--- src/rtl/u8d_pkg.sv ---
// Shared types and constants of the UTF-8 stream decoder.
package u8d_pkg;

  localparam int COUNT_BITS   = 16;
  localparam int CHAR_COUNT_W = 16;
  localparam int CP_W         = 31;
  localparam int CFG_IDX_W    = 2;
  localparam int CFG_DATA_W   = 16;
  localparam int CMP_W        = (COUNT_BITS > CHAR_COUNT_W) ? COUNT_BITS : CHAR_COUNT_W;
  localparam int QUEUE_DEPTH  = 2;

  localparam logic [CFG_IDX_W-1:0] CFG_MAX_CHARS     = CFG_IDX_W'(0);
  localparam logic [CFG_IDX_W-1:0] CFG_NARROW_OUTPUT = CFG_IDX_W'(1);

  localparam logic [CHAR_COUNT_W-1:0] MAX_CHARS_RESET = '1;
  localparam logic [COUNT_BITS-1:0]   COUNT_MAX       = '1;

  typedef enum logic [2:0] {
    BC_NUL,
    BC_ASCII,
    BC_LEAD,
    BC_CONT,
    BC_BAD
  } byte_class_t;

  typedef struct packed {
    byte_class_t cls;
    logic [2:0]  lead_len;
    logic [6:0]  bits;
    logic        eos;
  } byte_item_t;

  typedef struct packed {
    logic [CP_W-1:0]         code_point;
    logic                    char_valid;
    logic                    is_error;
    logic                    is_last;
    logic [CHAR_COUNT_W-1:0] char_count;
  } dec_result_t;

endpackage

--- src/rtl/utf8_stream_decoder_core.sv ---
// Top level of the legacy six-byte UTF-8 stream decoder.
//
// chan | dir | handshake             | payload
// -----+-----+-----------------------+------------------------------------------------------
// in   | in  | in_valid / in_stall   | in_byte, end_of_string
// out  | out | out_valid / out_stall | code_point, char_valid, is_error, is_last, char_count
// cfg  | in  | cfg_valid / cfg_ready | cfg_index, cfg_data
//
// A byte is classified on entry and lands in a two-entry queue at its accepting edge;
// the back end decodes the queue head and loads the result register, which drives
// out_valid. Sustained rate is one byte per cycle while no held result blocks the
// queue head; in_stall is high only while the queue holds two bytes, which happens once
// a held result blocks a head byte that gives a result of its own.
// Reset clears decode state and the queue; max_chars resets to 65535, narrow_output to 0.
module utf8_stream_decoder_core
  import u8d_pkg::*;
(
  input  logic                    clk,
  input  logic                    rst,
  // input bytes
  input  logic                    in_valid,
  output logic                    in_stall,
  input  logic [7:0]              in_byte,
  input  logic                    end_of_string,
  // decoded results
  output logic                    out_valid,
  input  logic                    out_stall,
  output logic [CP_W-1:0]         code_point,
  output logic                    char_valid,
  output logic                    is_error,
  output logic                    is_last,
  output logic [CHAR_COUNT_W-1:0] char_count,
  // register writes
  input  logic                    cfg_valid,
  output logic                    cfg_ready,
  input  logic [CFG_IDX_W-1:0]    cfg_index,
  input  logic [CFG_DATA_W-1:0]   cfg_data
);

  byte_item_t  front_item;
  byte_item_t  head_item;
  logic        queue_full;
  logic        head_valid;
  logic        push;
  logic        pop;
  dec_result_t result;

  // Accept a byte whenever the queue has room.
  assign in_stall  = queue_full;
  assign push      = in_valid && !queue_full;
  assign cfg_ready = 1'b1;

  u8d_front u_front (
    .in_byte       (in_byte),
    .end_of_string (end_of_string),
    .item          (front_item)
  );

  u8d_queue u_queue (
    .clk        (clk),
    .rst        (rst),
    .push       (push),
    .push_item  (front_item),
    .full       (queue_full),
    .pop        (pop),
    .head_valid (head_valid),
    .head_item  (head_item)
  );

  u8d_back u_back (
    .clk        (clk),
    .rst        (rst),
    .cfg_write  (cfg_valid && cfg_ready),
    .cfg_index  (cfg_index),
    .cfg_data   (cfg_data),
    .item_valid (head_valid),
    .item       (head_item),
    .pop        (pop),
    .out_stall  (out_stall),
    .out_valid  (out_valid),
    .result     (result)
  );

  // Unpack the result register onto the output ports.
  assign code_point = result.code_point;
  assign char_valid = result.char_valid;
  assign is_error   = result.is_error;
  assign is_last    = result.is_last;
  assign char_count = result.char_count;

endmodule

--- src/rtl/u8d_front.sv ---
// Front end: classifies each incoming byte and extracts its payload bits.
module u8d_front
  import u8d_pkg::*;
(
  input  logic [7:0] in_byte,
  input  logic       end_of_string,
  output byte_item_t item
);

  always_comb begin
    item.eos      = end_of_string;
    item.lead_len = 3'd0;
    item.bits     = in_byte[6:0];
    item.cls      = BC_BAD;
    if (in_byte == 8'h00) begin
      item.cls = BC_NUL;
    end else if (!in_byte[7]) begin
      item.cls = BC_ASCII;
    end else if (!in_byte[6]) begin
      item.cls  = BC_CONT;
      item.bits = {1'b0, in_byte[5:0]};
    end else if (!in_byte[5]) begin
      item.cls      = BC_LEAD;
      item.lead_len = 3'd1;
      item.bits     = {2'b0, in_byte[4:0]};
    end else if (!in_byte[4]) begin
      item.cls      = BC_LEAD;
      item.lead_len = 3'd2;
      item.bits     = {3'b0, in_byte[3:0]};
    end else if (!in_byte[3]) begin
      item.cls      = BC_LEAD;
      item.lead_len = 3'd3;
      item.bits     = {4'b0, in_byte[2:0]};
    end else if (!in_byte[2]) begin
      item.cls      = BC_LEAD;
      item.lead_len = 3'd4;
      item.bits     = {5'b0, in_byte[1:0]};
    end else if (!in_byte[1]) begin
      item.cls      = BC_LEAD;
      item.lead_len = 3'd5;
      item.bits     = {6'b0, in_byte[0]};
    end else begin
      // 0xFE and 0xFF never start a character
      item.cls = BC_BAD;
    end
  end

endmodule

--- src/rtl/u8d_queue.sv ---
// Two-entry queue of classified bytes between front and back end.
module u8d_queue
  import u8d_pkg::*;
(
  input  logic       clk,
  input  logic       rst,
  input  logic       push,
  input  byte_item_t push_item,
  output logic       full,
  input  logic       pop,
  output logic       head_valid,
  output byte_item_t head_item
);

  byte_item_t entry [QUEUE_DEPTH];
  logic       wr_ptr;
  logic       rd_ptr;
  logic [1:0] fill;

  assign full       = (fill == 2'(QUEUE_DEPTH));
  assign head_valid = (fill != 2'd0);
  assign head_item  = entry[rd_ptr];

  always_ff @(posedge clk) begin
    if (push) begin
      entry[wr_ptr] <= push_item;
    end
  end

  always_ff @(posedge clk) begin
    if (rst) begin
      wr_ptr <= 1'b0;
      rd_ptr <= 1'b0;
      fill   <= 2'd0;
    end else begin
      if (push) begin
        wr_ptr <= ~wr_ptr;
      end
      if (pop) begin
        rd_ptr <= ~rd_ptr;
      end
      case ({push, pop})
        2'b10:   fill <= fill + 2'd1;
        2'b01:   fill <= fill - 2'd1;
        default: fill <= fill;
      endcase
    end
  end

  a_fill_bound: assert property (@(posedge clk) disable iff (rst)
    fill <= 2'(QUEUE_DEPTH))
    else $error("queue fill above depth");

  a_no_overflow: assert property (@(posedge clk) disable iff (rst)
    full |-> !push)
    else $error("push into full queue");

  a_no_underflow: assert property (@(posedge clk) disable iff (rst)
    !head_valid |-> !pop)
    else $error("pop from empty queue");

endmodule

--- src/rtl/u8d_back.sv ---
// Back end: decode state, configuration registers and the result register.
module u8d_back
  import u8d_pkg::*;
(
  input  logic                  clk,
  input  logic                  rst,
  input  logic                  cfg_write,
  input  logic [CFG_IDX_W-1:0]  cfg_index,
  input  logic [CFG_DATA_W-1:0] cfg_data,
  input  logic                  item_valid,
  input  byte_item_t            item,
  output logic                  pop,
  input  logic                  out_stall,
  output logic                  out_valid,
  output dec_result_t           result
);

  logic [CHAR_COUNT_W-1:0] max_chars;
  logic                    narrow_output;

  logic [2:0]            bytes_pending;
  logic [CP_W-1:0]       partial_value;
  logic [COUNT_BITS-1:0] decoded_count;
  logic                  halted;

  logic [2:0]            bytes_pending_next;
  logic [CP_W-1:0]       partial_value_next;
  logic [COUNT_BITS-1:0] decoded_count_next;
  logic                  halted_next;

  logic            has_res;
  dec_result_t     res;
  logic [CP_W-1:0] pv_shift;
  logic [CP_W-1:0] cp_src;
  logic [CP_W-1:0] cp_out;
  logic [COUNT_BITS-1:0] cnt_inc;
  logic            at_capacity;
  logic            done_last;
  logic            do_complete;
  logic            do_fail;
  logic            do_final;

  assign pv_shift    = {partial_value[CP_W-7:0], item.bits[5:0]};
  assign cnt_inc     = (decoded_count != COUNT_MAX) ? decoded_count + 1'b1 : decoded_count;
  assign at_capacity = CMP_W'(decoded_count) >= CMP_W'(max_chars);
  assign done_last   = item.eos || (CMP_W'(cnt_inc) >= CMP_W'(max_chars));
  assign cp_out      = narrow_output ? CP_W'(cp_src[15:0]) : cp_src;

  // Classify the step: final without character, error, completed character, or no result.
  always_comb begin
    do_complete        = 1'b0;
    do_fail            = 1'b0;
    do_final           = 1'b0;
    cp_src             = pv_shift;
    bytes_pending_next = bytes_pending;
    partial_value_next = partial_value;
    decoded_count_next = decoded_count;
    halted_next        = halted;
    if (halted) begin
      if (item.eos) begin
        halted_next = 1'b0;
        decoded_count_next = '0;
      end
    end else if (bytes_pending == 3'd0) begin
      if (item.cls == BC_NUL || at_capacity) begin
        do_final = 1'b1;
      end else if (item.cls == BC_ASCII) begin
        do_complete = 1'b1;
        cp_src      = CP_W'(item.bits);
      end else if (item.cls == BC_LEAD) begin
        if (item.eos) begin
          do_fail = 1'b1;
        end else begin
          bytes_pending_next = item.lead_len;
          partial_value_next = CP_W'(item.bits);
        end
      end else begin
        do_fail = 1'b1;
      end
    end else begin
      if (item.cls != BC_CONT) begin
        do_fail = 1'b1;
      end else if (bytes_pending == 3'd1) begin
        do_complete = 1'b1;
      end else if (item.eos) begin
        do_fail = 1'b1;
      end else begin
        bytes_pending_next = bytes_pending - 3'd1;
        partial_value_next = pv_shift;
      end
    end

    has_res = do_complete || do_fail || do_final;
    res.code_point = '0;
    res.char_valid = 1'b0;
    res.is_error   = do_fail;
    res.is_last    = 1'b1;
    res.char_count = CHAR_COUNT_W'(decoded_count);

    if (do_complete) begin
      res.code_point     = cp_out;
      res.char_valid     = 1'b1;
      res.is_last        = done_last;
      res.char_count     = CHAR_COUNT_W'(cnt_inc);
      decoded_count_next = cnt_inc;
    end
    if (has_res) begin
      bytes_pending_next = 3'd0;
      partial_value_next = '0;
      // A final result ends the string: clear at its end, else halt.
      if (res.is_last) begin
        if (item.eos) begin
          decoded_count_next = '0;
          halted_next        = 1'b0;
        end else begin
          halted_next = 1'b1;
        end
      end
    end
  end

  assign pop = item_valid && (!has_res || !out_valid || !out_stall);

  always_ff @(posedge clk) begin
    if (rst) begin
      max_chars     <= MAX_CHARS_RESET;
      narrow_output <= 1'b0;
    end else if (cfg_write) begin
      case (cfg_index)
        CFG_MAX_CHARS:     max_chars     <= cfg_data;
        CFG_NARROW_OUTPUT: narrow_output <= cfg_data[0];
        default:           ;
      endcase
    end
  end

  always_ff @(posedge clk) begin
    if (rst) begin
      bytes_pending <= 3'd0;
      partial_value <= '0;
      decoded_count <= '0;
      halted        <= 1'b0;
    end else if (pop) begin
      bytes_pending <= bytes_pending_next;
      partial_value <= partial_value_next;
      decoded_count <= decoded_count_next;
      halted        <= halted_next;
    end
  end

  always_ff @(posedge clk) begin
    if (rst) begin
      out_valid <= 1'b0;
    end else if (pop && has_res) begin
      out_valid <= 1'b1;
    end else if (!out_stall) begin
      out_valid <= 1'b0;
    end
  end

  always_ff @(posedge clk) begin
    if (pop && has_res) begin
      result <= res;
    end
  end

  a_pending_range: assert property (@(posedge clk) disable iff (rst)
    bytes_pending <= 3'd5)
    else $error("more than five continuation bytes pending");

  a_halt_idle: assert property (@(posedge clk) disable iff (rst)
    halted |-> (bytes_pending == 3'd0 && partial_value == '0))
    else $error("halted with a partial character");

  a_error_is_last: assert property (@(posedge clk) disable iff (rst)
    (out_valid && result.is_error) |-> (result.is_last && !result.char_valid))
    else $error("error item not final");

  a_no_drop: assert property (@(posedge clk) disable iff (rst)
    (out_valid && out_stall && !(pop && has_res)) |=> (out_valid && $stable(result)))
    else $error("stalled result lost");

endmodule
--- config.mk ---
export PLATFORM = sky130hd
export DESIGN_NAME = utf8_stream_decoder_core
export DESIGN_NICKNAME = d
export VERILOG_FILES = /design/src/rtl/u8d_pkg.sv /design/src/rtl/utf8_stream_decoder_core.sv /design/src/rtl/u8d_front.sv /design/src/rtl/u8d_queue.sv /design/src/rtl/u8d_back.sv
export SDC_FILE = /design/constraint.sdc
export NUM_CORES = 1
export LEC_CHECK = 0
export BUFFER_PORTS_ARGS = -buffer_cell sky130_fd_sc_hd__buf_2
export CAP_MARGIN = 20
export CORE_ASPECT_RATIO = 1.2
export CORE_MARGIN = 2
export CORE_UTILIZATION = 45
export CTS_BUF_LIST = sky130_fd_sc_hd__clkbuf_16
export DETAILED_ROUTE_END_ITERATION = 10
export PLACE_DENSITY_LB_ADDON = 0.15
export SYNTH_ARGS = -nofsm -noshare
export SYNTH_HDL_FRONTEND = slang
export SYNTH_SLANG_ARGS = --single-unit
--- constraint.sdc ---
create_clock -name clk -period 4.3 [get_ports clk]
set_input_delay 0.645 -clock clk [delete_from_list [all_inputs] [get_ports clk]]
set_output_delay 0.645 -clock clk [all_outputs]
set_load 0.1 [all_outputs]
==> flow_summary.toml <==
[run_status]
status = "finished, final reports clean"

[yosys]
async_reset_ff_share_pct = 0
synth_fp_nets = 745
synth_edf_count = 78
synth_ff_type = "edfxtp_1"
yosysSeqAreaShare_pct = 52.0
ys_ff_latch = 146
yosysTopAreaCell = "edfxtp_1"
syn-cell-area_mm2 = 0.00712
synth_common_cells = "92 x nand2_1, 78 x edfxtp_1, 68 x dfxtp_1"
ys_types = 67
synthCells = 676
yosys_warnings = 0
synth_area_leaders = "edfxtp_1 33%, dfxtp_1 19%, ha_1 6.5%, nand2_1 4.8%, mux2i_1 3.9%"
yosysMostFrequentCell = "nand2_1"
yosys.area.top_type_share_pct = 32.9
avgSynthCellArea_um2 = 10.5

[worst_setup_path]
start_kind = "flip-flop"
critical_path_class = "flip-flop to flip-flop"
endpoint_kind = "flip-flop"
critPathMaxFanout = 7
cp.required_ns = 4.58
crit_arrival_ns = 4.19

[floorplanning]
fp.dieH_um = 142
rows = 50
die_w_um = 119
start_util_pct = 45.9
boundaryPins = 85
core_area_mm2 = 0.0155
dieArea_mm2 = 0.0168

[global_routing]
grt_max_degree = 41
grt_use_total_pct = 19.1
antenna_found_initial = 0
grt_pass1_wl_um = 25200
grt_pass1_vias = 5085
grt_overflow = 0

[clocking]
holdBufCountCts = 0
clk_path_buf_depth = 2
h-tree-depth = 4
clock_latency_ns = 0.43
cts_resized = 0
cts_root_buf = "clkbuf_16"
numCtsBuffers = 17
cts.sinks = 146
cts_tree = "built"
clkTransAtPathRegs_ns = 0.06
post_cts_buffers = 0

[final_layout]
drive_gt1_share_pct = 19.9
syn_to_final_growth_pct = 17.1
design_area_mm2 = 0.00834
finalNetCount = 829
antenna-diode-count = 0

[sta]
fmax_mhz = 256
tightest_slew_ns = 0.831
max-slew-margin-rel_pct = 44.2
post-route-period-util_pct = 90.8
slew_viol_final = 0
skew_ns = 0.00845
period_minus_slack_ns = 3.91
setup_violations = 0
hold_viol_final = 0
fin_tns_setup_ns = 0
rsz0062_at_grt = "false"

[flow_run]
maxCapViolCount = 0

[routing]
avgViaCountPerCell = 5.28
initialDrtViolationCount = 284
antenna_left = 0
firstDrtPassIters = 8
drt-total-wl_um = 15500
routedWlPerCell_um = 15.8
num_vias = 5184
drcViolationCount = 0

[power_and_ir_drop]
leakagePower_nw = 3.46
ir_drop_mv = 0.382
power_density_mw_per_mm2 = 724

[place]
placed_area_mm2 = 0.00773
place.detailed.hpwl_um = 11100
port_buffers = 83
place.gp.congestion = 0.884

[min_path]
hold_path_class = "input port to flip-flop"
## placed cells by master, fill, tap and decap left out, drive strengths merged, types with 3 or more instances in the layout
cell type and count:
buf 93, nand2 92, edfxtp 78, dfxtp 68, nor2 52, inv 44, ha 37, a21oi 29
mux2i 28, nand3 26, and2 24, xnor2 17, o211ai 17, clkbuf 17, mux2 14, o21ai 13
nand4 9, nand2b 9, nor2b 8, and3 8, or3 7, xor2 7, a21o 6, nor3 6
o41ai 6, a22o 5, o32ai 5, a211oi 5, a2111oi 4, clkinv 4, o21a 3, bufinv 3
nor4 3
## through the flow
step / std cells / setup WS [ns] / total power, mW / utilization, % / hold slack [ns]
CTS: 981 / 0.492 / 6.08 / 53.7 / 0.398
floorplan: 676 / 0.841 / 4.13 / - / 0.432
global placement: 948 / 0.574 / 4.53 / 49.8 / 0.441
detailed placement: 949 / 0.509 / 4.57 / 49.8 / 0.448
global route: 981 / 0.197 / 6.28 / 53.7 / 0.398
finish: 981 / 0.393 / 6.03 / 53.7 / 0.414
## layout make-up
| cell class | instances | area [um2] |
|---|---|---|
| Timing Repair Buffer | 93 | 490 |
| Multi-Input combinational cell | 464 | 3130 |
| Tap cell | 208 | 260 |
| Inverter | 38 | 145 |
| Sequential cell | 146 | 3700 |
| Clock inverter | 15 | 178 |
| Fill cell | 1433 | 7180 |
| Clock buffer | 17 | 425 |
## where the power goes
group | switching (mW) | total, mW | internal, mW
Sequential | 0.0836 | 1.91 | 1.82
Clock | 0.592 | 1.51 | 0.917
Combinational | 2.15 | 2.62 | 0.465
Total | 2.83 | 6.03 | 3.21
## state kept, by name, indices dropped and copies added (netlist names), named ones only
| signal | cells |
|---|---|
| u_back.out_valid | 1 |
| u_queue.rd_ptr | 1 |
| u_back.narrow_output | 1 |
| u_back.halted | 1 |
| u_back.decoded_count | 16 |
| u_back.result | 50 |
| u_back.bytes_pending | 3 |
| u_back.max_chars | 16 |
| u_back.partial_value | 25 |
| u_queue.entry | 28 |
| u_queue.wr_ptr | 1 |
| u_queue.fill | 2 |
## logic make-up after synthesis
family / Yosys count / share of synthesized area (%)
AOI/OAI and AO/OA: 107 / 10.8
xor gates and xnor gates: 24 / 2.95
adders and majority gates: 37 / 6.50
buffers and inverters: 66 / 4.04
DFF: 146 / 52.0
muxes: 43 / 6.47
other: 1 / 0.0527
and+or+nand+nor: 252 / 17.2
## path summary, 6_finish.rpt
check	endpoint	slack, ns	from	cells after the start
worst max-delay path	u_back.halted$_SDFFE_PP0P_	0.39	u_back.decoded_count[5]$_SDFFE_PP0P_	14
worst min-delay path	u_queue.entry[1][0]$_DFFE_PP_	0.41	end_of_string	1
worst max register to register	u_back.halted$_SDFFE_PP0P_	0.39	u_back.decoded_count[5]$_SDFFE_PP0P_	14
worst min register to register	u_back.partial_value[23]$_SDFFE_PP0P_	0.45	u_back.partial_value[23]$_SDFFE_PP0P_	2
## worst max-delay path, cell delays in order (launching register included)
cell and delay, ns:
dfxtp_1 0.48, nand3_1 0.17, or3_1 0.49, nor3_1 0.53
nor2_1 0.21, and3_1 0.27, xnor2_1 0.14, ha_1 0.31
nand4_1 0.10, nor2_1 0.06, a21oi_1 0.14, o211ai_1 0.12
or4_1 0.50, a21oi_1 0.18, nor3_1 0.06
## metal layers
metal	share of wire, %	routed length (um)	vias up	GRT usage [%]
li1	-	-	2591	-
met1	43	6710	2449	22.8
met2	51	7870	119	33.7
met3	4.3	674	25	4.54
met4	1.5	240	0	6.77
met5	0	0	-	0
Power figures use the tool's default switching activity.
